`config.mk`:
```
export PLATFORM = sky130hd
export DESIGN_NAME = pagt_acc
export DESIGN_NICKNAME = d
export VERILOG_FILES = /design/src/hdl/pagt_pkg.sv /design/src/hdl/pagt_acc.sv
export SDC_FILE = /design/constraint.sdc
export NUM_CORES = 2
export LEC_CHECK = 0
export ABC_AREA = 1
export BUFFER_PORTS_ARGS = -buffer_cell sky130_fd_sc_hd__buf_2
export CAP_MARGIN = 20
export CORE_MARGIN = 2
export CORE_UTILIZATION = 59
export DETAILED_ROUTE_END_ITERATION = 8
export HOLD_SLACK_MARGIN = 0.05
export PLACE_DENSITY_LB_ADDON = 0.25
export SLEW_MARGIN = 20
export SYNTH_ARGS = -nofsm -noshare
export SYNTH_HDL_FRONTEND = slang
export SYNTH_SLANG_ARGS = --single-unit
export TNS_END_PERCENT = 100
```
`constraint.sdc`:
```
create_clock -name clk -period 12.9 [get_ports clk]
set_clock_uncertainty 0.2 [all_clocks]
set_input_delay 1.29 -clock clk [delete_from_list [all_inputs] [get_ports clk]]
set_output_delay 1.29 -clock clk [all_outputs]
set_load 0.1 [all_outputs]
```
`src/hdl/pagt_pkg.sv`:
```
// Shared types, constants and the arctangent table of the gravity torque block.
// No dependencies; every other file imports this package.
`default_nettype none
package pagt_pkg;

	localparam int CORDIC_STAGES = 16;
	localparam int ATAN_N = 24;
	localparam int N_CELLS = (CORDIC_STAGES < ATAN_N) ? CORDIC_STAGES : ATAN_N;
	localparam int SHIFT_W = 5;

	localparam int ANGLE_W = 16;
	localparam int SUM_W = ANGLE_W + 2;
	localparam int RED_W = SUM_W + 1;
	localparam int Z_W = 33;
	localparam int XY_W = 33;
	localparam int TRIG_W = 32;
	localparam int COEF_W = 32;
	localparam int PROD_W = COEF_W + TRIG_W;
	localparam int FRAC_SHIFT = 30;
	localparam int TERM_W = PROD_W - FRAC_SHIFT;
	localparam int ACC_W = TERM_W + 2;
	localparam int TORQUE_W = 32;
	localparam int Z_SHIFT = 18;

	localparam int PI_Q12 = 12868;
	localparam int HALF_PI_Q12 = 6434;
	localparam int TWO_PI_Q12 = 25736;
	localparam int N_WRAP = 4;

	localparam logic signed [XY_W-1:0] CORDIC_GAIN = XY_W'(652032874);

	localparam logic signed [Z_W-1:0] ATAN_TAB [ATAN_N] = '{
		33'h03243F6A8, 33'h01DAC6705, 33'h00FADBAFC, 33'h007F56EA6,
		33'h003FEAB76, 33'h001FFD55B, 33'h000FFFAAA, 33'h0007FFF55,
		33'h0003FFFEA, 33'h0001FFFFD, 33'h0000FFFFF, 33'h00007FFFF,
		33'h00003FFFF, 33'h00001FFFF, 33'h00000FFFF, 33'h000007FFF,
		33'h000003FFF, 33'h000001FFF, 33'h000000FFF, 33'h0000007FF,
		33'h0000003FF, 33'h0000001FF, 33'h0000000FF, 33'h00000007F
	};

	typedef logic [1:0] phase_t;
	localparam phase_t PH_COS = 2'd0;
	localparam phase_t PH_S12 = 2'd1;
	localparam phase_t PH_S123 = 2'd2;

	localparam int CFG_IDX_W = 2;
	localparam logic [CFG_IDX_W-1:0] REG_ENABLE = 2'd0;
	localparam logic [CFG_IDX_W-1:0] REG_COEF_A = 2'd1;
	localparam logic [CFG_IDX_W-1:0] REG_COEF_B = 2'd2;
	localparam logic [CFG_IDX_W-1:0] REG_COEF_C = 2'd3;

	typedef struct packed {
		logic   vld;
		phase_t phase;
		logic   neg_cos;
	} ctl_t;

	typedef struct packed {
		logic signed [ANGLE_W-1:0] angle_1;
		logic signed [ANGLE_W-1:0] angle_2;
		logic signed [ANGLE_W-1:0] angle_3;
	} angles_t;

	typedef struct packed {
		logic signed [TORQUE_W-1:0] torque_1;
		logic signed [TORQUE_W-1:0] torque_2;
		logic signed [TORQUE_W-1:0] torque_3;
	} torques_t;

endpackage
`default_nettype wire

```
`src/hdl/pagt_acc.sv`:
```
// Trig select, shared coefficient multiplier, rounding, torque sums, saturation, output register.
// Depends on pagt_pkg.
`default_nettype none
module pagt_acc import pagt_pkg::*; (
	input  wire logic                     clk,
	input  wire logic                     arst_n,
	input  wire ctl_t                     ctl_in,
	input  wire logic signed [XY_W-1:0]   x_in,
	input  wire logic signed [XY_W-1:0]   y_in,
	input  wire logic                     comp_enable,
	input  wire logic signed [COEF_W-1:0] coef_a,
	input  wire logic signed [COEF_W-1:0] coef_b,
	input  wire logic signed [COEF_W-1:0] coef_c,
	output logic                          adv,
	output logic                          torque_valid,
	input  wire logic                     torque_ready,
	output torques_t                      torques
);

	localparam logic signed [PROD_W-1:0] ROUND_HALF = PROD_W'(1) <<< (FRAC_SHIFT - 1);
	localparam logic signed [ACC_W-1:0] SAT_MAX = ACC_W'(2147483647);
	localparam logic signed [ACC_W-1:0] SAT_MIN = -ACC_W'(2147483647) - ACC_W'(1);

	ctl_t                     ctl_s1;
	logic signed [TRIG_W-1:0] trig_s1;
	logic signed [COEF_W-1:0] coef_s1;
	ctl_t                     ctl_s2;
	logic signed [PROD_W-1:0] prod_s2;
	logic signed [PROD_W-1:0] rounded;
	ctl_t                     ctl_s3;
	logic signed [TERM_W-1:0] term_s3;
	logic signed [TERM_W-1:0] ta_q;
	logic signed [TERM_W-1:0] tb_q;
	logic signed [ACC_W-1:0]  sum_1;
	logic signed [ACC_W-1:0]  sum_2;
	logic signed [ACC_W-1:0]  sum_3;
	logic                     last_term;
	logic                     torque_valid_q;
	torques_t                 torques_q;

	function automatic logic signed [TORQUE_W-1:0] sat(input logic signed [ACC_W-1:0] v);
		logic signed [TORQUE_W-1:0] r;
		if (v > SAT_MAX) begin
			r = SAT_MAX[TORQUE_W-1:0];
		end else if (v < SAT_MIN) begin
			r = SAT_MIN[TORQUE_W-1:0];
		end else begin
			r = v[TORQUE_W-1:0];
		end
		return r;
	endfunction

	assign last_term = ctl_s3.vld && ctl_s3.phase == PH_S123;
	assign adv = !(torque_valid_q && !torque_ready && last_term);

	always_ff @(posedge clk or negedge arst_n) begin
		if (!arst_n) begin
			ctl_s1 <= '0;
			ctl_s2 <= '0;
			ctl_s3 <= '0;
		end else if (adv) begin
			ctl_s1 <= ctl_in;
			ctl_s2 <= ctl_s1;
			ctl_s3 <= ctl_s2;
		end
	end

	always_ff @(posedge clk) begin
		if (adv) begin
			unique case (ctl_in.phase)
				PH_COS: begin
					trig_s1 <= ctl_in.neg_cos ? TRIG_W'(-x_in) : TRIG_W'(x_in);
					coef_s1 <= coef_a;
				end
				PH_S12: begin
					trig_s1 <= TRIG_W'(y_in);
					coef_s1 <= coef_b;
				end
				PH_S123: begin
					trig_s1 <= TRIG_W'(y_in);
					coef_s1 <= coef_c;
				end
				default: begin
					trig_s1 <= TRIG_W'(y_in);
					coef_s1 <= coef_c;
				end
			endcase
			prod_s2 <= PROD_W'(coef_s1) * PROD_W'(trig_s1);
			term_s3 <= rounded[PROD_W-1:FRAC_SHIFT];
		end
	end

	assign rounded = prod_s2 + ROUND_HALF;

	assign sum_3 = ACC_W'(term_s3);
	assign sum_2 = ACC_W'(tb_q) + sum_3;
	assign sum_1 = ACC_W'(ta_q) + sum_2;

	always_ff @(posedge clk) begin
		if (adv && ctl_s3.vld) begin
			if (ctl_s3.phase == PH_COS) begin
				ta_q <= term_s3;
			end
			if (ctl_s3.phase == PH_S12) begin
				tb_q <= term_s3;
			end
		end
		if (adv && last_term) begin
			if (comp_enable) begin
				torques_q <= '{torque_1: sat(sum_1), torque_2: sat(sum_2), torque_3: sat(sum_3)};
			end else begin
				torques_q <= '0;
			end
		end
	end

	always_ff @(posedge clk or negedge arst_n) begin
		if (!arst_n) begin
			torque_valid_q <= 1'b0;
		end else if (adv && last_term) begin
			torque_valid_q <= 1'b1;
		end else if (torque_ready) begin
			torque_valid_q <= 1'b0;
		end
	end

	assign torque_valid = torque_valid_q;
	assign torques = torques_q;

	a_last_term_loads: assert property (@(posedge clk) disable iff (!arst_n)
		adv && last_term |=> torque_valid)
		else $error("last term did not produce an item");

	a_stall_only_blocked: assert property (@(posedge clk) disable iff (!arst_n)
		!adv |-> torque_valid && !torque_ready)
		else $error("pipeline stalled without a blocked item");

	a_stall_holds_term: assert property (@(posedge clk) disable iff (!arst_n)
		ctl_s3.vld && !adv |=> ctl_s3.vld && $stable(term_s3))
		else $error("stalled term changed");

endmodule
`default_nettype wire

```
==> results by group <==
Final layout
  – Share of cells above drive strength 1: 0.0685
  – Net count, final: between 8k and 9k
  – Register area: around 9200 um2
  – Number of fill cells in the layout: roughly 8k
  – P&R area growth vs syn: 6.82%
  – Area of the multi-input gates: 37900 um2

Critical path
  – Reg-to-Reg End: prod_s2[59]$_DFFE_PN_
  – Worst setup SP type: flop
  – Worst path slowest cell: fa_1
  – RR Startpoint: trig_s1[5]$_DFFE_PN_
  – Critical path required time: between 10 and 15 ns
  – Worst-path fanout max: 32
  – Critical Path End Type: flop
  – Crit path DAT: 8.96 ns
  – Reg2Reg Depth: 27
  – Critical Path Max Stage Delay: 1.07 ns
  – Worst R2R Setup Slack: slightly above 4 ns
  – Critical path class: reg -> reg

Clock network
  – CTS root buf: clkbuf_16
  – Clock tree sinks: approximately 310
  – Total CTS buffers: 37
  – Cts repair resizes: 0
  – Post-CTS setup buffer count: 0
  – Hold_buf cts: 0
  – Clk pin slew, worst setup/hold paths: 0.06 ns
  – Clk Latency, worst-skew pair: about 0.6 ns
  – H-tree Lvls: 2
  – Clock Path Buffers: 3
  – CTS tree: done

Route
  – Pre-Repair DR Iteration Count: 5
  – Drt via density: around 5.3
  – DRC Markers: 0
  – Starting DRT DRC Count: around 2.9k
  – Drt total wl: 145000 um
  – DR vias: around 43k
  – Wire per inst: 18.0 um
  – ANT nets after route: 0

GRT
  – Via count of the first global-routing pass: around 45k
  – GRT Util Overall: 0.319
  – Largest net degree at the start of global routing: a little over 80
  – Initial antenna violation count: 4
  – First-pass GRT wire length: between 200000 and 250000 um
  – Grt ovf: 0

Synth
  – Synth unique cells: 48
  – Synthesized area: roughly 55000 um2
  – Avg Cell Area, Syn: ~8.3 um2
  – Yosys Warn Count: 0
  – Synth Instances: about 6.6k
  – Syn Nets: 8132
  – Sequential-to-total area share from yosys stat: 0.167
  – Post-synthesis register bit count: ~310

Timing
  – Final hold viol count: 0
  – Post-layout min period: 8.82 ns
  – Slew margin rel.: 0.265
  – Setup violations, final: 0
  – Fmax: between 100 and 150 MHz
  – Crit share post-route: 0.684
  – Slew @ Worst Pin: around 1.1 ns
  – Fin. max-slew vios: 0
  – RSZ-0062 raised after global routing: false
  – Total negative setup slack: 0 ns

Floorplan
  – Core area: 91900 um2
  – Die area: approximately 95000 um2
  – Die Width: 309 um
  – Initial core utilization: 0.596
  – Die Y: 309 um
  – Row cnt: between 100 and 150
  – IO Count: 268

Place
  – Dpl hpwl: 120000 um
  – PortBufs: 265
  – Gpl congestion: 0.998

Min path
  – Hold Path Stages: 2
  – Min-Delay Startpoint: ctl_s2[2]$_DFFE_PN0N_
  – Hold Crit Class: reg -> reg
  – Worst hold endpoint: ctl_s3[2]$_DFFE_PN0N_

Run status
  – Outcome: completed

Run
  – MaxCap Viol Count: 0
## stage by stage
step                area [um2]  hold WS [ns]   util  setup slack (ns)  instances
floorplan                54800         0.220      -              5.30       6628
global placement         57400         0.230  0.624              4.23       7975
detailed placement       57400         0.237  0.624              4.12       7975
CTS                      58600         0.251  0.637              4.13       8042
global route             58600         0.290  0.637              3.60       8045
finish                   58600         0.248  0.637              4.08       8045
## worst max-delay path: cells and delay by family (launching register included)
family	cells	cell delay, ns
AO/OA/AOI/OAI	5	1.12
adder cells (fa/ha/maj)	9	4.85
buffers and inverters	9	1.62
flip-flops	1	0.32
AND/OR/NAND/NOR	4	0.44
## synthesized netlist by cell type (all sizes together)
master / count / area (um2)
o31ai: 10 / 75.1
or2: 11 / 68.8
a211oi: 4 / 30.0
a31oi: 20 / 125
and2: 2 / 12.5
edfxtp: 297 / 8920
o2111ai: 2 / 17.5
dfrtp: 10 / 250
fa: 1083 / 21700
nor2: 348 / 1340
and3: 8 / 50.1
nand4: 24 / 150
a21oi: 163 / 838
o211ai: 5 / 37.5
nor3: 49 / 275
buf: 15 / 108
nand3b: 4 / 30.0
o41ai: 1 / 8.76
xnor2: 47 / 412
clkbuf: 223 / 837
inv: 1817 / 6820
o21ai: 114 / 571
nand3: 174 / 891
a21boi: 4 / 30.0
clkinv: 1 / 3.75
a21o: 28 / 210
nor3b: 3 / 27.5
a22oi: 12 / 90.1
nor4: 9 / 62.6
o21a: 7 / 52.6
xor2: 96 / 841
nand2: 1769 / 6700
ha: 251 / 3140
o21bai: 17 / 128
## final cells by class
type / instances / area share
clock inverter: 21 / 0.00370
tap: 1243 / 0.0266
antenna: 3 / 0.000128
multi-input combinational: 4265 / 0.648
inverter: 1818 / 0.117
clock buffer: 46 / 0.0164
timing repair buffer: 342 / 0.0325
sequential: 307 / 0.157
## kinds of logic (layout without fill, tap and decap cells)
group                    after synthesis  in the layout  synth area share
AND/OR/NAND/NOR                     2401           2401             0.175
buffers and inverters               2056           2227             0.142
adder cells (fa/ha/maj)             1334           1334             0.453
AO/OA/AOI/OAI                        387            387            0.0404
flip-flops                           307            307             0.167
XOR/XNOR                             143            143            0.0228
other                                  0              3                 0
## state kept, by name (all words and copies together), names as in the netlist, 32 cells and up
name	count
coef_s1	32
prod_s2	35
ta_q	34
tb_q	34
term_s3	34
torques	96
trig_s1	32
## how the worst max path moves through the flow
stage,cells past startpoint,start,to,slack [ns]
after floorplan,5,torque_ready,adv,5.30
after global placement,27,trig_s1[5]$_DFFE_PN_,prod_s2[59]$_DFFE_PN_,4.23
after detailed placement,27,trig_s1[5]$_DFFE_PN_,prod_s2[59]$_DFFE_PN_,4.12
after CTS,27,trig_s1[5]$_DFFE_PN_,prod_s2[59]$_DFFE_PN_,4.13
after global routing,27,trig_s1[5]$_DFFE_PN_,prod_s2[57]$_DFFE_PN_,3.60
final,27,trig_s1[5]$_DFFE_PN_,prod_s2[59]$_DFFE_PN_,4.08
## placed cells by master, fill, tap and decap left out, drive strengths merged, types with 10 or more instances in the layout
cell type	Yosys	layout
clkbuf	223	46
buf	15	342
a21oi	163	163
edfxtp	297	297
clkinv	1	15
nor3	49	49
nand3	174	174
ha	251	251
xor2	96	96
a21o	28	28
or2	11	11
nand4	24	24
fa	1083	1083
dfrtp	10	10
nand2	1769	1769
a31oi	20	20
o21ai	114	114
nor2	348	348
xnor2	47	47
inv	1817	1822
a22oi	12	12
o21bai	17	17
o31ai	10	10
## metal layers
layer	global-route usage	vias up	share of wire
li1	-	19500	-
met1	0.416	21100	0.40
met2	0.551	1619	0.49
met3	0.0448	322	0.070
met4	0.103	0	0.035
met5	0	-	0
Power is not shown: default switching activity piles up to over one toggle a cycle in this logic, so the estimate is an artifact.
