$ cat config.mk
export PLATFORM = sky130hd
export DESIGN_NAME = pagt_cell
export DESIGN_NICKNAME = d
export VERILOG_FILES = /design/src/hdl/pagt_pkg.sv /design/src/hdl/pagt_cell.sv
export SDC_FILE = /design/constraint.sdc
export NUM_CORES = 1
export LEC_CHECK = 0
export BUFFER_PORTS_ARGS = -buffer_cell sky130_fd_sc_hd__buf_4
export CAP_MARGIN = 10
export CORE_ASPECT_RATIO = 1.5
export CORE_MARGIN = 2
export CORE_UTILIZATION = 50
export DETAILED_ROUTE_END_ITERATION = 8
export PLACE_DENSITY = 0.72
export SYNTH_ARGS = -nofsm -noshare
export SYNTH_HDL_FRONTEND = slang
export SYNTH_SLANG_ARGS = --single-unit
$ cat constraint.sdc
create_clock -name clk -period 0.83 [get_ports clk]
set_clock_uncertainty 0.05 [all_clocks]
set_input_delay 0.1245 -clock clk [delete_from_list [all_inputs] [get_ports clk]]
set_output_delay 0.1245 -clock clk [all_outputs]
set_load 0.02 [all_outputs]
$ cat src/hdl/pagt_pkg.sv
// Shared types, constants and the arctangent table of the gravity torque block.
// No dependencies; every other file imports this package.
`default_nettype none
package pagt_pkg;

	localparam int CORDIC_STAGES = 16;
	localparam int ATAN_N = 24;
	localparam int N_CELLS = (CORDIC_STAGES < ATAN_N) ? CORDIC_STAGES : ATAN_N;
	localparam int SHIFT_W = 5;

	localparam int ANGLE_W = 16;
	localparam int SUM_W = ANGLE_W + 2;
	localparam int RED_W = SUM_W + 1;
	localparam int Z_W = 33;
	localparam int XY_W = 33;
	localparam int TRIG_W = 32;
	localparam int COEF_W = 32;
	localparam int PROD_W = COEF_W + TRIG_W;
	localparam int FRAC_SHIFT = 30;
	localparam int TERM_W = PROD_W - FRAC_SHIFT;
	localparam int ACC_W = TERM_W + 2;
	localparam int TORQUE_W = 32;
	localparam int Z_SHIFT = 18;

	localparam int PI_Q12 = 12868;
	localparam int HALF_PI_Q12 = 6434;
	localparam int TWO_PI_Q12 = 25736;
	localparam int N_WRAP = 4;

	localparam logic signed [XY_W-1:0] CORDIC_GAIN = XY_W'(652032874);

	localparam logic signed [Z_W-1:0] ATAN_TAB [ATAN_N] = '{
		33'h03243F6A8, 33'h01DAC6705, 33'h00FADBAFC, 33'h007F56EA6,
		33'h003FEAB76, 33'h001FFD55B, 33'h000FFFAAA, 33'h0007FFF55,
		33'h0003FFFEA, 33'h0001FFFFD, 33'h0000FFFFF, 33'h00007FFFF,
		33'h00003FFFF, 33'h00001FFFF, 33'h00000FFFF, 33'h000007FFF,
		33'h000003FFF, 33'h000001FFF, 33'h000000FFF, 33'h0000007FF,
		33'h0000003FF, 33'h0000001FF, 33'h0000000FF, 33'h00000007F
	};

	typedef logic [1:0] phase_t;
	localparam phase_t PH_COS = 2'd0;
	localparam phase_t PH_S12 = 2'd1;
	localparam phase_t PH_S123 = 2'd2;

	localparam int CFG_IDX_W = 2;
	localparam logic [CFG_IDX_W-1:0] REG_ENABLE = 2'd0;
	localparam logic [CFG_IDX_W-1:0] REG_COEF_A = 2'd1;
	localparam logic [CFG_IDX_W-1:0] REG_COEF_B = 2'd2;
	localparam logic [CFG_IDX_W-1:0] REG_COEF_C = 2'd3;

	typedef struct packed {
		logic   vld;
		phase_t phase;
		logic   neg_cos;
	} ctl_t;

	typedef struct packed {
		logic signed [ANGLE_W-1:0] angle_1;
		logic signed [ANGLE_W-1:0] angle_2;
		logic signed [ANGLE_W-1:0] angle_3;
	} angles_t;

	typedef struct packed {
		logic signed [TORQUE_W-1:0] torque_1;
		logic signed [TORQUE_W-1:0] torque_2;
		logic signed [TORQUE_W-1:0] torque_3;
	} torques_t;

endpackage
`default_nettype wire

$ cat src/hdl/pagt_cell.sv
// One CORDIC rotation cell: rotates (x, y) by one table angle toward z = 0.
// Depends on pagt_pkg.
`default_nettype none
module pagt_cell import pagt_pkg::*; (
	input  wire logic                   clk,
	input  wire logic                   arst_n,
	input  wire logic                   adv,
	input  wire logic [SHIFT_W-1:0]     shift,
	input  wire logic signed [Z_W-1:0]  atan,
	input  wire ctl_t                   ctl_in,
	input  wire logic signed [XY_W-1:0] x_in,
	input  wire logic signed [XY_W-1:0] y_in,
	input  wire logic signed [Z_W-1:0]  z_in,
	output ctl_t                        ctl_out,
	output logic signed [XY_W-1:0]      x_out,
	output logic signed [XY_W-1:0]      y_out,
	output logic signed [Z_W-1:0]       z_out
);

	ctl_t                   ctl_s1;
	logic signed [XY_W-1:0] x_s1;
	logic signed [XY_W-1:0] y_s1;
	logic signed [Z_W-1:0]  z_s1;
	logic signed [XY_W-1:0] x_sh;
	logic signed [XY_W-1:0] y_sh;

	assign x_sh = x_in >>> shift;
	assign y_sh = y_in >>> shift;

	always_ff @(posedge clk or negedge arst_n) begin
		if (!arst_n) begin
			ctl_s1 <= '0;
		end else if (adv) begin
			ctl_s1 <= ctl_in;
		end
	end

	always_ff @(posedge clk) begin
		if (adv) begin
			if (!z_in[Z_W-1]) begin
				x_s1 <= x_in - y_sh;
				y_s1 <= y_in + x_sh;
				z_s1 <= z_in - atan;
			end else begin
				x_s1 <= x_in + y_sh;
				y_s1 <= y_in - x_sh;
				z_s1 <= z_in + atan;
			end
		end
	end

	assign ctl_out = ctl_s1;
	assign x_out = x_s1;
	assign y_out = y_s1;
	assign z_out = z_s1;

endmodule
`default_nettype wire

==> run_results.csv, run 1 <==
group,metric,value,unit
logic_synthesis,syn_avg_cell_area,9.27,um^2
placement,place.gp.congestion,1.09,
logic_synthesis,synth_enable_flop_cells,99,
placement,dpl_cell_area,22200,um^2
floorplan,pin_count,247,
clock_tree,cts_buffers,9,
placement,place_ws,-4.63,ns
global_routing,grt_max_degree,24,
logic_synthesis,synth_fp_nets,1809,
floorplan,die_w,143,um
floorplan,die_h,212,um
placement,dp_hpwl,55.0,mm
logic_synthesis,ys_async_sr_fraction,3.88,%
floorplan,num_rows,76,
placement,portBuffers,246,
logic_synthesis,synth_seq_area_share,21.2,%
logic_synthesis,ys_types,84,
clock_tree,htreeDepth,3,
logic_synthesis,ys_ff_latch,103,
logic_synthesis,syn-cell-area,14500,um^2
floorplan,initial_core_util,50.6,%
status,error,"[ERROR GRT-0232] Routing congestion too high. Check the congestion heatmap in the GUI.",
logic_synthesis,synthCells,1562,
clock_tree,clockBufferDepth,2,
logic_synthesis,synth_top_flop_cell,"edfxtp_1",
logic_synthesis,yosysWarnings,0,
global_routing,grt_usage,84.2,%
global_routing,overflow,495,
clock_tree,root_buffer,"clkbuf_16",
clock_tree,clock_sink_count,103,
status,stop_stage,"global routing",
sta,worst_endpoint,"x_out[30]$_DFFE_PP_/D",
status,status,"did not finish",
sta,endpoint_type,"sequential cell input",
==> what timing repair did <==
item,CTS
setup buffers,96
endpoints found under the hold margin,9
hold buffers,5
pin swaps,126
gates cloned,2
gates resized for setup,241
endpoints found under the setup margin,204
==> per-layer routing <==
metal,overflow,global-route usage [%]
met1,8,81.0
met2,312,100
met3,8,70.7
met4,167,90.0
met5,0,25.1
==> synthesized netlist by cell type, types with 19 or more instances <==
library cell | n | area share, %
inv_1 | 44 | 1.1
edfxtp_1 | 99 | 21
nand3_1 | 24 | 0.83
a31oi_1 | 27 | 1.2
mux2i_1 | 55 | 3.8
xor2_1 | 74 | 4.5
mux2_2 | 39 | 3.0
nand2_1 | 88 | 2.3
a21oi_1 | 133 | 4.6
o21ai_0 | 65 | 2.2
o22ai_1 | 21 | 0.91
a211oi_1 | 22 | 1.1
nor2b_1 | 19 | 0.82
xnor2_1 | 97 | 5.9
ha_1 | 100 | 8.6
clkbuf_1 | 33 | 0.86
nor2_1 | 160 | 4.1
mux4_2 | 82 | 13
nor3_1 | 27 | 0.93
a21o_1 | 58 | 3.0
nand2b_1 | 20 | 0.86
==> kinds of logic after synthesis <==
group	synth area share, %
DFF	21.2
adders and majority gates	9.05
muxes	20.7
buffers and inverters	3.66
and+or+nand+nor	14.8
AOI/OAI and AO/OA	20.3
xor gates and xnor gates	10.3
==> per-stage QoR <==
step	util (%)	instances
2_1_floorplan	-	1562
3_3_place_gp	77.4	2798
3_5_place_dp	77.4	2798
4_1_cts	84.8	2907
==> run 2: changes to the inputs <==
--- a/config.mk
+++ b/config.mk
@@ -7,11 +7,10 @@
 export LEC_CHECK = 0
 export BUFFER_PORTS_ARGS = -buffer_cell sky130_fd_sc_hd__buf_4
 export CAP_MARGIN = 10
-export CORE_ASPECT_RATIO = 1.5
 export CORE_MARGIN = 2
-export CORE_UTILIZATION = 50
+export CORE_UTILIZATION = 35
 export DETAILED_ROUTE_END_ITERATION = 8
-export PLACE_DENSITY = 0.72
+export PLACE_DENSITY_LB_ADDON = 0.15
 export SYNTH_ARGS = -nofsm -noshare
 export SYNTH_HDL_FRONTEND = slang
 export SYNTH_SLANG_ARGS = --single-unit
==> run 2 against run 1 <==
Compared with the run above: the flow now finishes, with violations (hold timing, setup timing); area after synthesis did not move; synthesized cell count unchanged.
==> run_results.csv, run 2 <==
group,metric,value,unit
floorplan,die_w,207,um
placement,place_ws,-4.63,ns
hold_path,hp-class,"input pin to register",
logic_synthesis,synthCells,1562,
critical_path,end_kind,"register",
cells_and_area,ff_latch_area,3080,um^2
logic_synthesis,synth_enable_flop_cells,99,
routing,ant_nets,0,
clock_tree,clock_sink_count,103,
critical_path,critPathKind,"input pin to register",
floorplan,pin_count,247,
logic_synthesis,ys_async_sr_fraction,3.88,%
global_routing,use_met1,39.9,%
sta,drv_slew,0,
clock_tree,cts_tree,"yes",
critical_path,cp_data_required_time,0.94,ns
sta,period_share,578,%
logic_synthesis,synth_xor_area_share,10.3,%
sta,fin_ws,-3.97,ns
routing,drtIter0Drc,1094,
routing,wl,67.1,mm
placement,dp_hpwl,53.1,mm
power_and_ir_drop,p_leak,12.0,nW
sta,period_needed,4.80,ns
logic_synthesis,synth_seq_area_share,21.2,%
critical_path,endpoint,"x_out[32]$_DFFE_PP_",
power_and_ir_drop,ir_worst_vdd,1.21,mV
logic_synthesis,synthTopCellsByArea,"edfxtp_1 21%, mux4_2 13%, ha_1 8.6%",
clock_tree,clk-insertion-delay-late,0.40,ns
cells_and_area,final_common_cell,"buf_4",
logic_synthesis,synth.most_common_cell,"nor2_1",
placement,portBuffers,246,
cells_and_area,drive_above_1_share,60.2,%
logic_synthesis,synth_compound_area_share,20.3,%
cells_and_area,final_util,64.7,%
global_routing,grt_usage,29.9,%
cells_and_area,multi_input_area,12800,um^2
cells_and_area,layout_common_cells,"885 x buf_4, 188 x buf_6, 124 x nor2_1, 99 x edfxtp_1, 85 x mux4_2",
logic_synthesis,synthTopCellsByCount,"160 x nor2_1, 133 x a21oi_1, 100 x ha_1, 99 x edfxtp_1, 97 x xnor2_1",
global_routing,grt_pass1_vias,17400,
critical_path,reg2reg_to,"ctl_out[3]$_DFFE_PN0P_",
critical_path,worstSetupStartpoint,"shift[1]",
clock_tree,htreeDepth,3,
global_routing,grt_pass1_wl,101,mm
routing,drtPass1Iterations,5,
routing,post_drt_via_cell_ratio,5.51,
floorplan,die_area,43000,um^2
logic_synthesis,synth_top_flop_cell,"edfxtp_1",
floorplan,core,40800,um^2
routing,post_drt_wl_per_cell,21.4,um
global_routing,met3_usage,3.66,%
sta,whs,-0.0420,ns
floorplan,die_h,207,um
logic_synthesis,yosysTopAreaCell,"edfxtp_1",
cells_and_area,nets,2855,
clock_tree,clockBufferDepth,2,
placement,place.gp.congestion,0.961,
floorplan,initial_core_util,35.5,%
logic_synthesis,synthAdderAreaFrac,9.05,%
global_routing,antenna_found_initial,0,
global_routing,grt.busiest_layer,"met2",
logic_synthesis,yosysWarnings,0,
flow_run,maxCapViolations,0,
critical_path,critPathArrivalTime,4.91,ns
logic_synthesis,synth_fp_nets,1809,
cells_and_area,diodes,0,
clock_tree,root_buffer,"clkbuf_16",
logic_synthesis,synth_mux_area_share,20.7,%
logic_synthesis,netlist.area_leader.share,20.5,%
logic_synthesis,syn_avg_cell_area,9.27,um^2
logic_synthesis,yosys.area_share.simple,14.8,%
cells_and_area,syn_to_final_growth,82.5,%
critical_path,r2r_slack,-0.13,ns
logic_synthesis,ys_types,84,
sta,tightest_slew,0.573,ns
critical_path,r2r_cells,2,
critical_path,path_max_fanout,4,
sta,max_freq,0.208,GHz
sta,rsz0062_at_grt,"true",
status,status,"finished, violations left",
floorplan,num_rows,74,
global_routing,overflow,0,
routing,drc,0,
logic_synthesis,syn-cell-area,14500,um^2
critical_path,critPathLaunchType,"input pin",
routing,num_vias,17300,
clock_tree,ctsHoldBuffers,6,
logic_synthesis,synth_top_family_by_area,"multiplexers",
status,violations,"hold timing, setup timing",
critical_path,reg2reg_from,"ctl_out[3]$_DFFE_PN0P_",
clock_tree,clkSlewWorstSetupHoldPaths,0.08,ns
global_routing,met2_usage,50.3,%
logic_synthesis,ys_ff_latch,103,
power_and_ir_drop,cellPowerDensity,1600,nW/um^2
cells_and_area,fillers,3317,
sta,final-setup-viol-count,205,
clock_tree,cts_buffers,9,
sta,final-hold-violation-count,1,
global_routing,grt_max_degree,34,
sta,max-slew-margin-rel,60.8,%
## run 2: cell counts after synthesis
No cell type changed its count.
## run 2: worst min-delay path by stage
stage          startpoint                endpoint  slack (ns)  cells past startpoint
6_report          z_in[0]      z_out[0]$_DFFE_PP_       -0.04                      2
3_3_place_gp       arst_n  ctl_out[3]$_DFFE_PN0P_       -0.13                      1
2_1_floorplan      arst_n  ctl_out[0]$_DFFE_PN0P_       -0.22                      0
5_1_grt           z_in[0]      z_out[0]$_DFFE_PP_       -0.05                      2
4_1_cts           z_in[0]      z_out[0]$_DFFE_PP_       -0.06                      2
3_5_place_dp       arst_n  ctl_out[3]$_DFFE_PN0P_       -0.13                      1
## run 2: cells by family (layout without fill, tap and decap cells)
family	count (synthesis)	after routing
AOI/OAI and AO/OA	449	449
DFF	103	103
adders and majority gates	103	103
muxes	182	182
buffers and inverters	121	1172
and+or+nand+nor	433	433
xor gates and xnor gates	171	171
## run 2: layout make-up
type	count	share of cell area, %
Clock inverter	7	0.241
Clock buffer	9	0.852
Tap cell	532	2.52
Inverter	47	0.705
Multi-Input combinational cell	1338	48.3
Sequential cell	103	11.6
Timing Repair Buffer	1109	35.7
## run 2: power breakdown
group	total [mW]	leakage (nW)	switching, mW	internal (mW)
logic	29.4	10.8	13.7	15.7
clock network	4.49	0.136	2.39	2.10
registers	8.34	1.01	0.656	7.68
total	42.2	12.0	16.8	25.4
## run 2: repair_timing
item	4_1_cts	5_1_grt
cloned	2	3
hold endpoints to repair	9	1
pin swaps	130	186
gates resized for setup	322	215
setup endpoints to repair	201	209
setup buffers	81	90
## run 2: per-stage QoR
step	cell area (um^2)	power (mW)	cells	TNS (ns)
CTS	25000	39.9	3077	-295.81
detailed placement	22600	31.7	2981	-334.91
global route	26400	44.5	3145	-316.45
floorplan	15100	20.3	1562	-281.37
finish	26400	42.2	3145	-302.02
global placement	22600	31.6	2981	-334.67
## run 2: per-layer routing
| layer | vias up | share of wire [%] |
|---|---|---|
| li1 | 8107 | - |
| met1 | 8528 | 43 |
| met2 | 594 | 48 |
| met3 | 112 | 5.6 |
| met4 | 0 | 2.9 |
| met5 | - | 0 |
## run 2: worst max-delay path: stages
cell and delay (ns):
clkbuf_16 0.14, buf_6 0.10, clkbuf_16 0.13, mux4_2 0.52, mux2_4 0.30, o221ai_2 0.21, or4b_4 0.53, nor4b_4 0.24
or4b_4 0.56, a21oi_2 0.17, o21ai_2 0.07, a21oi_2 0.11, ha_2 0.18, a21o_1 0.11, a21o_1 0.12, nor2_1 0.05
o21ai_2 0.07, a31oi_4 0.06, o31ai_4 0.37, nor4_4 0.08, o41ai_2 0.36, a21oi_1 0.13, xnor2_1 0.14
Note: power is estimated with default switching activity, not from simulation.
