==> src/hdl/pagt_pkg.sv <==
// Shared types, constants and the arctangent table of the gravity torque block.
// No dependencies; every other file imports this package.
`default_nettype none
package pagt_pkg;

	localparam int CORDIC_STAGES = 16;
	localparam int ATAN_N = 24;
	localparam int N_CELLS = (CORDIC_STAGES < ATAN_N) ? CORDIC_STAGES : ATAN_N;
	localparam int SHIFT_W = 5;

	localparam int ANGLE_W = 16;
	localparam int SUM_W = ANGLE_W + 2;
	localparam int RED_W = SUM_W + 1;
	localparam int Z_W = 33;
	localparam int XY_W = 33;
	localparam int TRIG_W = 32;
	localparam int COEF_W = 32;
	localparam int PROD_W = COEF_W + TRIG_W;
	localparam int FRAC_SHIFT = 30;
	localparam int TERM_W = PROD_W - FRAC_SHIFT;
	localparam int ACC_W = TERM_W + 2;
	localparam int TORQUE_W = 32;
	localparam int Z_SHIFT = 18;

	localparam int PI_Q12 = 12868;
	localparam int HALF_PI_Q12 = 6434;
	localparam int TWO_PI_Q12 = 25736;
	localparam int N_WRAP = 4;

	localparam logic signed [XY_W-1:0] CORDIC_GAIN = XY_W'(652032874);

	localparam logic signed [Z_W-1:0] ATAN_TAB [ATAN_N] = '{
		33'h03243F6A8, 33'h01DAC6705, 33'h00FADBAFC, 33'h007F56EA6,
		33'h003FEAB76, 33'h001FFD55B, 33'h000FFFAAA, 33'h0007FFF55,
		33'h0003FFFEA, 33'h0001FFFFD, 33'h0000FFFFF, 33'h00007FFFF,
		33'h00003FFFF, 33'h00001FFFF, 33'h00000FFFF, 33'h000007FFF,
		33'h000003FFF, 33'h000001FFF, 33'h000000FFF, 33'h0000007FF,
		33'h0000003FF, 33'h0000001FF, 33'h0000000FF, 33'h00000007F
	};

	typedef logic [1:0] phase_t;
	localparam phase_t PH_COS = 2'd0;
	localparam phase_t PH_S12 = 2'd1;
	localparam phase_t PH_S123 = 2'd2;

	localparam int CFG_IDX_W = 2;
	localparam logic [CFG_IDX_W-1:0] REG_ENABLE = 2'd0;
	localparam logic [CFG_IDX_W-1:0] REG_COEF_A = 2'd1;
	localparam logic [CFG_IDX_W-1:0] REG_COEF_B = 2'd2;
	localparam logic [CFG_IDX_W-1:0] REG_COEF_C = 2'd3;

	typedef struct packed {
		logic   vld;
		phase_t phase;
		logic   neg_cos;
	} ctl_t;

	typedef struct packed {
		logic signed [ANGLE_W-1:0] angle_1;
		logic signed [ANGLE_W-1:0] angle_2;
		logic signed [ANGLE_W-1:0] angle_3;
	} angles_t;

	typedef struct packed {
		logic signed [TORQUE_W-1:0] torque_1;
		logic signed [TORQUE_W-1:0] torque_2;
		logic signed [TORQUE_W-1:0] torque_3;
	} torques_t;

endpackage
`default_nettype wire

==> src/hdl/pagt_front.sv <==
// Input holding register, angle sums, range reduction and fold into CORDIC start values.
// Depends on pagt_pkg.
`default_nettype none
module pagt_front import pagt_pkg::*; (
	input  wire logic                   clk,
	input  wire logic                   arst_n,
	input  wire logic                   angle_valid,
	output logic                        angle_ready,
	input  wire angles_t                angles,
	input  wire logic                   adv,
	output ctl_t                        ctl_out,
	output logic signed [XY_W-1:0]      x_out,
	output logic signed [XY_W-1:0]      y_out,
	output logic signed [Z_W-1:0]       z_out
);

	logic                     feed_valid_q;
	phase_t                   phase_q;
	angles_t                  angles_q;
	logic signed [SUM_W-1:0]  sum_next;
	ctl_t                     ctl_s1;
	logic signed [SUM_W-1:0]  sum_s1;
	logic signed [RED_W-1:0]  cand [2*N_WRAP+1];
	logic signed [RED_W-1:0]  red;
	logic signed [RED_W-1:0]  folded;
	logic                     neg_cos;
	ctl_t                     ctl_s2;
	logic signed [Z_W-1:0]    z_s2;

	localparam logic signed [RED_W-1:0] PI_R = RED_W'(PI_Q12);
	localparam logic signed [RED_W-1:0] HALF_PI_R = RED_W'(HALF_PI_Q12);

	assign angle_ready = !feed_valid_q || (adv && phase_q == PH_S123);

	always_ff @(posedge clk or negedge arst_n) begin
		if (!arst_n) begin
			feed_valid_q <= 1'b0;
			phase_q <= PH_COS;
		end else if (angle_valid && angle_ready) begin
			feed_valid_q <= 1'b1;
			phase_q <= PH_COS;
		end else if (adv && feed_valid_q) begin
			if (phase_q == PH_S123) begin
				feed_valid_q <= 1'b0;
			end else begin
				phase_q <= phase_t'(phase_q + 2'd1);
			end
		end
	end

	always_ff @(posedge clk) begin
		if (angle_valid && angle_ready) begin
			angles_q <= angles;
		end
	end

	always_comb begin
		unique case (phase_q)
			PH_COS:  sum_next = SUM_W'(angles_q.angle_1);
			PH_S12:  sum_next = SUM_W'(angles_q.angle_1) + SUM_W'(angles_q.angle_2);
			PH_S123: sum_next = SUM_W'(angles_q.angle_1) + SUM_W'(angles_q.angle_2)
				+ SUM_W'(angles_q.angle_3);
			default: sum_next = SUM_W'(angles_q.angle_1);
		endcase
	end

	always_ff @(posedge clk or negedge arst_n) begin
		if (!arst_n) begin
			ctl_s1 <= '0;
		end else if (adv) begin
			ctl_s1 <= '{vld: feed_valid_q, phase: phase_q, neg_cos: 1'b0};
		end
	end

	always_ff @(posedge clk) begin
		if (adv) begin
			sum_s1 <= sum_next;
		end
	end

	// reduce into [-pi, pi], then fold into [-pi/2, pi/2]
	always_comb begin
		for (int k = 0; k <= 2 * N_WRAP; k++) begin
			cand[k] = RED_W'(sum_s1) - RED_W'((k - N_WRAP) * TWO_PI_Q12);
		end
		red = cand[N_WRAP];
		for (int k = 2 * N_WRAP; k >= 0; k--) begin
			if (cand[k] >= -PI_R && cand[k] <= PI_R) begin
				red = cand[k];
			end
		end
		if (red > HALF_PI_R) begin
			folded = PI_R - red;
			neg_cos = 1'b1;
		end else if (red < -HALF_PI_R) begin
			folded = -PI_R - red;
			neg_cos = 1'b1;
		end else begin
			folded = red;
			neg_cos = 1'b0;
		end
	end

	always_ff @(posedge clk or negedge arst_n) begin
		if (!arst_n) begin
			ctl_s2 <= '0;
		end else if (adv) begin
			ctl_s2 <= '{vld: ctl_s1.vld, phase: ctl_s1.phase, neg_cos: neg_cos};
		end
	end

	always_ff @(posedge clk) begin
		if (adv) begin
			z_s2 <= Z_W'(folded) <<< Z_SHIFT;
		end
	end

	assign ctl_out = ctl_s2;
	assign x_out = CORDIC_GAIN;
	assign y_out = '0;
	assign z_out = z_s2;

endmodule
`default_nettype wire

==> config.mk <==
export PLATFORM = sky130hd
export DESIGN_NAME = pagt_front
export DESIGN_NICKNAME = d
export VERILOG_FILES = /design/src/hdl/pagt_pkg.sv /design/src/hdl/pagt_front.sv
export SDC_FILE = /design/constraint.sdc
export NUM_CORES = 1
export LEC_CHECK = 0
export ABC_AREA = 1
export ABC_CLOCK_PERIOD_IN_PS = 5200
export BUFFER_PORTS_ARGS = -buffer_cell sky130_fd_sc_hd__buf_2
export CORE_MARGIN = 2
export CORE_UTILIZATION = 35
export DETAILED_ROUTE_END_ITERATION = 8
export PLACE_DENSITY = 0.56
export RECOVER_POWER = 50
export SYNTH_ARGS = -nofsm -noshare
export SYNTH_HDL_FRONTEND = slang
export SYNTH_SLANG_ARGS = --single-unit
==> constraint.sdc <==
create_clock -name clk -period 5.2 [get_ports clk]
set_input_delay 0.26 -clock clk [delete_from_list [all_inputs] [get_ports clk]]
set_output_delay 0.26 -clock clk [all_outputs]
set_load 0.02 [all_outputs]
==> results of run 1 <==
[cells in the final DEF (no fill, tap or decap), types with 3 or more instances in the layout]
cell       instances
nand2_1          618
nand3_1          170
nor2_1           163
inv_1            141
a21oi_1          111
buf_4            106
conb_1            84
edfxtp_1          81
buf_2             66
xor2_1            56
ha_1              56
o21ai_0           39
inv_2             29
nand4_1           23
nand2_2           21
a31oi_1           19
o21ai_1           16
o21bai_1          10
nor2_2            10
clkbuf_16         10
dfrtp_1           10
nor3_1             8
nand2_4            7
clkbuf_1           7
nand3_2            6
nand3b_1           6
a21oi_2            5
and2_1             4
o31ai_1            4
nor2_4             4
xnor2_1            3
nand4_2            3
o21ai_2            3
o22ai_1            3
[worst max-delay path by stage]
stage               startpoint     endpoint  slack (ps)  depth (start not counted)
CTS                  sum_s1[6]    z_out[25]         290                         35
finish               sum_s1[5]    z_out[21]         500                         34
global placement     sum_s1[6]    z_out[25]         250                         35
floorplan           phase_q[0]  angles_q[0]         560                          4
global route         sum_s1[5]    z_out[25]          20                         34
detailed placement   sum_s1[6]    z_out[25]         320                         35
[per-layer routing]
metal	track usage, %	wire, um	up-vias
met2	37.1	17400	455
met1	31.5	17700	5411
met5	0	0	-
li1	-	-	5991
met4	8.41	1190	0
met3	2.97	2480	73
[layout make-up]
cell class | count | area [um2]
clock inverter | 4 | 28.8
multi-input combinational | 1486 | 7480
sequential | 91 | 2680
fill | 3527 | 19600
tap | 442 | 553
timing repair buffer | 179 | 1160
clock buffer | 12 | 268
inverter | 174 | 659
[registers in the layout, summed over array words and instances (netlist names)]
signal and flops:
angles_q 48, sum_s1 18, z_out 15, ctl_out 4
ctl_s1 3, phase_q 2, feed_valid_q 1
[what timing repair did]
action | 4_1_cts | 5_1_grt
setup endpoints to repair | 0 | 15
hold buffers | 1 | 0
gates resized for setup | 0 | 3
endpoints found under the hold margin | 10 | 0
setup buffers | 0 | 1
[kinds of logic (layout without fill, tap and decap cells)]
kind of cell / count (synthesis) / after routing / share of synthesized area, %
mux: 2 / 2 / 0.195
flops: 91 / 91 / 23.3
simple gates: 1050 / 1050 / 39.0
xor+xnor: 61 / 61 / 4.77
compound gates: 230 / 230 / 11.6
fa+ha+maj: 59 / 59 / 6.53
other cells: 2 / 84 / 0.0652
buf+inv: 317 / 369 / 14.6
[through the flow]
stage               cells  hold WS (ps)  util, %
CTS                  2387          49.3     39.5
detailed placement   2370           129     38.6
global route         2388          51.6     39.5
floorplan            1894         -35.6        -
finish               2388          69.4     39.5
global placement     2370           131     38.6
[worst max-delay path: cells and delay by family, from the launching register on]
family / cells / cell delay, ps
adder cells (fa/ha/maj): 1 / 270
buffers and inverters: 5 / 880
flip-flops: 1 / 380
AND/OR/NAND/NOR: 28 / 2910
==> flow_metrics.tcl, run 1 <==
set metrics [dict create \
    first_global_vias 11300 \
    ys_warn_count 0 \
    synth.distinct_cells 59 \
    dieArea_mm2 0.0344 \
    num_antenna_cells 0 \
    viasPerCell 5.00 \
    avgSynthCellArea_um2 6.36 \
    crit_required_ps 5310 \
    die_h_um 185 \
    start_kind "flip-flop" \
    grt_overflow 0 \
    fin_crit_ps 4700 \
    status "finished, violations left" \
    r2r-start "sum_s1[5]" \
    cts_made_buffers 9 \
    critPathKind "flip-flop to flip-flop" \
    ys_seq_elements 91 \
    setup_viol 0 \
    finClkSkew_ps 7.52 \
    min_path_type "primary input to flip-flop" \
    worstPathMaxFanout 11 \
    hold_depth 1 \
    rsz0062_at_grt "no" \
    slew_viol_final 49 \
    place.port_buffers 71 \
    routedWlPerCell_um 16.3 \
    grt_max_degree 49 \
    ys.flop_type "edfxtp_1" \
    cts.path.max_buffers 2 \
    core_area_mm2 0.0325 \
    root_buffer "clkbuf_16" \
    tns_ps 0 \
    placed_area_mm2 0.0125 \
    cts_tree "done" \
    globalRouteTotalUtil_pct 23.0 \
    num_vias 11900 \
    tightest_slew_ps 2440 \
    synth_edf_count 81 \
    whs_endpoint "angles_q[16]" \
    first_iter_violations 947 \
    post-synth-top-area-cell "edfxtp_1" \
    finalCritPeriodShare_pct 90.4 \
    final_nets 2052 \
    wl_um 38800 \
    ys_seq_area_share_pct 23.3 \
    fp.dieW_um 185 \
    crit_path_max_incr_delay_ps 380 \
    arrival_ps 4820 \
    rrSetupSlack_ps 500 \
    hold_viol_final 0 \
    cp_slowest_cell "edfxtp_1" \
    synthDominantCellAreaShare_pct 21.1 \
    drc_errors 0 \
    drive_gt1_share_pct 15.0 \
    drtPass1Iterations 5 \
    cts.sinks 91 \
    synth_top_cells_by_count "nand2_1, nand3_1, nor2_1" \
    min_from "angles[16]" \
    io_pins 156 \
    violations "max-capacitance violations, max-slew violations" \
    cp_common_cell "nand2_1" \
    insertion_delay_ps 360 \
    grt_pass1_wl_um 61200 \
    synthTopCellsByArea "edfxtp_1, nand2_1, nand3_1" \
    dp_hpwl_um 31300 \
    synth_cells 1812 \
    initial_core_util_pct 35.5 \
    cap_violations 1 \
    async_flop_share_pct 11.0 \
    syn2layout_area_growth_pct 11.3 \
    post-synth-top-count-cell "nand2_1" \
    rr_worst_depth 34 \
    fp-row-count 66 \
    dp_slack_ps 322 \
    synth_area_mm2 0.0115 \
    place_congestion 0.941 \
    max_slew_margin_pct -62.7 \
    fmax_mhz 213 \
    endpoint_kind "flip-flop" \
    final_area_mm2 0.0128 \
    htree_num_levels 3 \
    antenna_found_initial 0 \
    worst_slack_ps 499 \
    ant_nets 0 \
    reg2reg_to "z_out[21]" \
    clkSlewWorstSetupHoldPaths_ps 70 \
]
Power of run 1 is not shown: default switching activity piles up to over one toggle a cycle in this logic, so the estimate is an artifact.
==> run 2, diff against run 1 <==
--- a/config.mk
+++ b/config.mk
@@ -5,7 +5,6 @@
 export SDC_FILE = /design/constraint.sdc
 export NUM_CORES = 1
 export LEC_CHECK = 0
-export ABC_AREA = 1
 export ABC_CLOCK_PERIOD_IN_PS = 5200
 export BUFFER_PORTS_ARGS = -buffer_cell sky130_fd_sc_hd__buf_2
 export CORE_MARGIN = 2
==> flow_metrics.tcl, run 2 <==
set metrics [dict create \
    finClkSkew_ps 9.65 \
    clkSlewWorstSetupHoldPaths_ps 70 \
    initial_core_util_pct 35.3 \
    first_iter_violations 1331 \
    r2r-start "sum_s1[4]" \
    drtPass1Iterations 6 \
    fmax_mhz 198 \
    crit_required_ps 5310 \
    reg2reg_to "z_out[32]" \
    path_cells "buf_4, buf_4, ha_2, buf_4, xor2_1, a221o_1, a31o_1, a32oi_2, a2bb2oi_2, nand2_1, buf_4, nor4_2, a211oi_1, buf_4, a22oi_2, buf_4, a21oi_1, and3_1, a2111oi_1, a31oi_1, xor2_1" \
    cap_violations 1 \
    mostFrequentLayoutCell "buf_4" \
    cts.sinks 91 \
    routedWlPerCell_um 21.9 \
    insertion_delay_ps 360 \
    drc_errors 0 \
    whs_endpoint "angles_q[13]" \
    endpoint_kind "flip-flop" \
    cp_slowest_cell "edfxtp_1" \
    viasPerCell 5.80 \
    ant_nets 0 \
    die_h_um 188 \
    synthTopCellsByArea "edfxtp_1, buf_4, xnor2_1" \
    grt_overflow 0 \
    io_pins 156 \
    wl_um 47400 \
    violations "max-capacitance violations, max-slew violations" \
    status "finished, violations left" \
    synthDominantCellAreaShare_pct 20.6 \
    post-synth-top-count-cell "nand2_1" \
    largest-register "angles_q" \
    avgSynthCellArea_um2 8.33 \
    post-synth-top-area-cell "edfxtp_1" \
    min_from "angles[13]" \
    worst_hold_slack_ps 70.6 \
    synth_cells 1415 \
    fp.dieW_um 188 \
    dpl.cell_count 2133 \
    cts_tree "done" \
    max_slew_margin_pct -63.8 \
    grt_pass1_wl_um 71500 \
    synth.distinct_cells 126 \
    crit_path_max_incr_delay_ps 390 \
    ys_warn_count 0 \
    antenna_found_initial 0 \
    wl_met2_um 20700 \
    dp_hpwl_um 37600 \
    hold_depth 1 \
    setup_viol 0 \
    fp-row-count 67 \
    synth_edf_count 81 \
    route.met3.wl_um 3610 \
    rrSetupSlack_ps 150 \
    min_path_type "primary input to flip-flop" \
    rr_worst_depth 21 \
    num_antenna_cells 0 \
    slew_viol_final 46 \
    drive_gt1_share_pct 31.4 \
    globalRouteTotalUtil_pct 26.2 \
    ys_seq_area_share_pct 22.8 \
    arrival_ps 5160 \
    dieArea_mm2 0.0352 \
    cts_made_buffers 9 \
    fin_cells 2163 \
    core_area_mm2 0.0334 \
    largest_reg_flops 48 \
    num_vias 12500 \
    tightest_slew_ps 2460 \
    synth_area_mm2 0.0118 \
    final_nets 1823 \
    cp_common_cell "buf_4" \
    grt_max_degree 49 \
    place.port_buffers 71 \
    async_flop_share_pct 11.0 \
    worstPathMaxFanout 8 \
    final_cell_mix "buf_4, nand2_1, a21oi_1, nor2_1, conb_1" \
    ys.flop_type "edfxtp_1" \
    critPathKind "flip-flop to flip-flop" \
    htree_num_levels 3 \
    highest_layer "met4" \
    finalCritPeriodShare_pct 97.1 \
    start_kind "flip-flop" \
    ys_seq_elements 91 \
    cts.path.max_buffers 2 \
    place_congestion 0.998 \
    syn2layout_area_growth_pct 27.1 \
    first_global_vias 11800 \
    routedLengthMet1_um 21300 \
    root_buffer "clkbuf_16" \
    fin_crit_ps 5050 \
    hold_viol_final 0 \
    synth_top_cells_by_count "nand2_1, buf_4, a21oi_1" \
]
[run 2: cell count changes in the layout (fill, tap and decap cells not counted), sizes merged, moves of 29 or more]
cell    delta
nand2    -546
buf      +207
nand3    -153
inv      -113
nor2      -85
xnor2     +80
xor2      -49
nor3      +30
o211ai    +29
[run 2: final cells by class]
| class | instances | area, um2 |
|---|---|---|
| fillers | 3380 | 18400 |
| inverters | 62 | 235 |
| well taps | 448 | 561 |
| repair buffers | 385 | 2820 |
| clock inverters | 5 | 40.0 |
| flip-flops and latches | 91 | 2680 |
| multi-input cells | 1163 | 8420 |
| clock buffers | 9 | 225 |
[run 2: kinds of logic after synthesis]
kind of cell	synth area share, %
xor gates and xnor gates	6.90
buffers and inverters	11.9
adders and majority gates	6.39
AOI/OAI and AO/OA	33.1
DFF	22.8
and+or+nand+nor	16.7
muxes	2.22
other	0.0637
[run 2: critical path: cells and delay by family (launching register included)]
kind / cells / cell delay (ps)
AOI/OAI and AO/OA: 9 / 2140
buffers and inverters: 6 / 990
and+or+nand+nor: 3 / 710
DFF: 1 / 390
xor gates and xnor gates: 2 / 310
adders and majority gates: 1 / 240
[run 2: metal layers]
| metal | vias up | GRT usage (%) |
|---|---|---|
| met2 | 616 | 41.4 |
| met1 | 6032 | 37.1 |
| li1 | 5805 | - |
| met5 | - | 0 |
| met3 | 95 | 3.39 |
| met4 | 0 | 8.30 |
[run 2: repair_timing]
item,4_1_cts,5_1_grt
buffers inserted,0,15
endpoints found under the hold margin,10,0
hold buffers,1,0
pin swaps,1,21
resized for setup,15,71
setup endpoints to repair,15,15
[run 2: worst max-delay path by stage]
stage,cells past startpoint,startpoint,end,slack [ps]
after floorplan,20,sum_s1[5],z_out[19],50
after global placement,21,sum_s1[4],z_out[32],-240
after detailed placement,21,sum_s1[4],z_out[31],-280
after CTS,19,sum_s1[4],z_out[22],10
after global routing,21,sum_s1[4],z_out[32],-20
final,21,sum_s1[4],z_out[32],150
[run 2: through the flow]
stage               TNS, ps  instance area [um2]  util (%)  setup WS, ps
finish                    0                15000      44.9           151
global route          -25.9                15000      44.9         -23.9
CTS                       0                14500      43.6          13.0
detailed placement    -2290                14200      42.6          -283
global placement      -2300                14200      42.6          -241
floorplan                 0                12100         -          53.8
Power of run 2 is left out for the same reason.
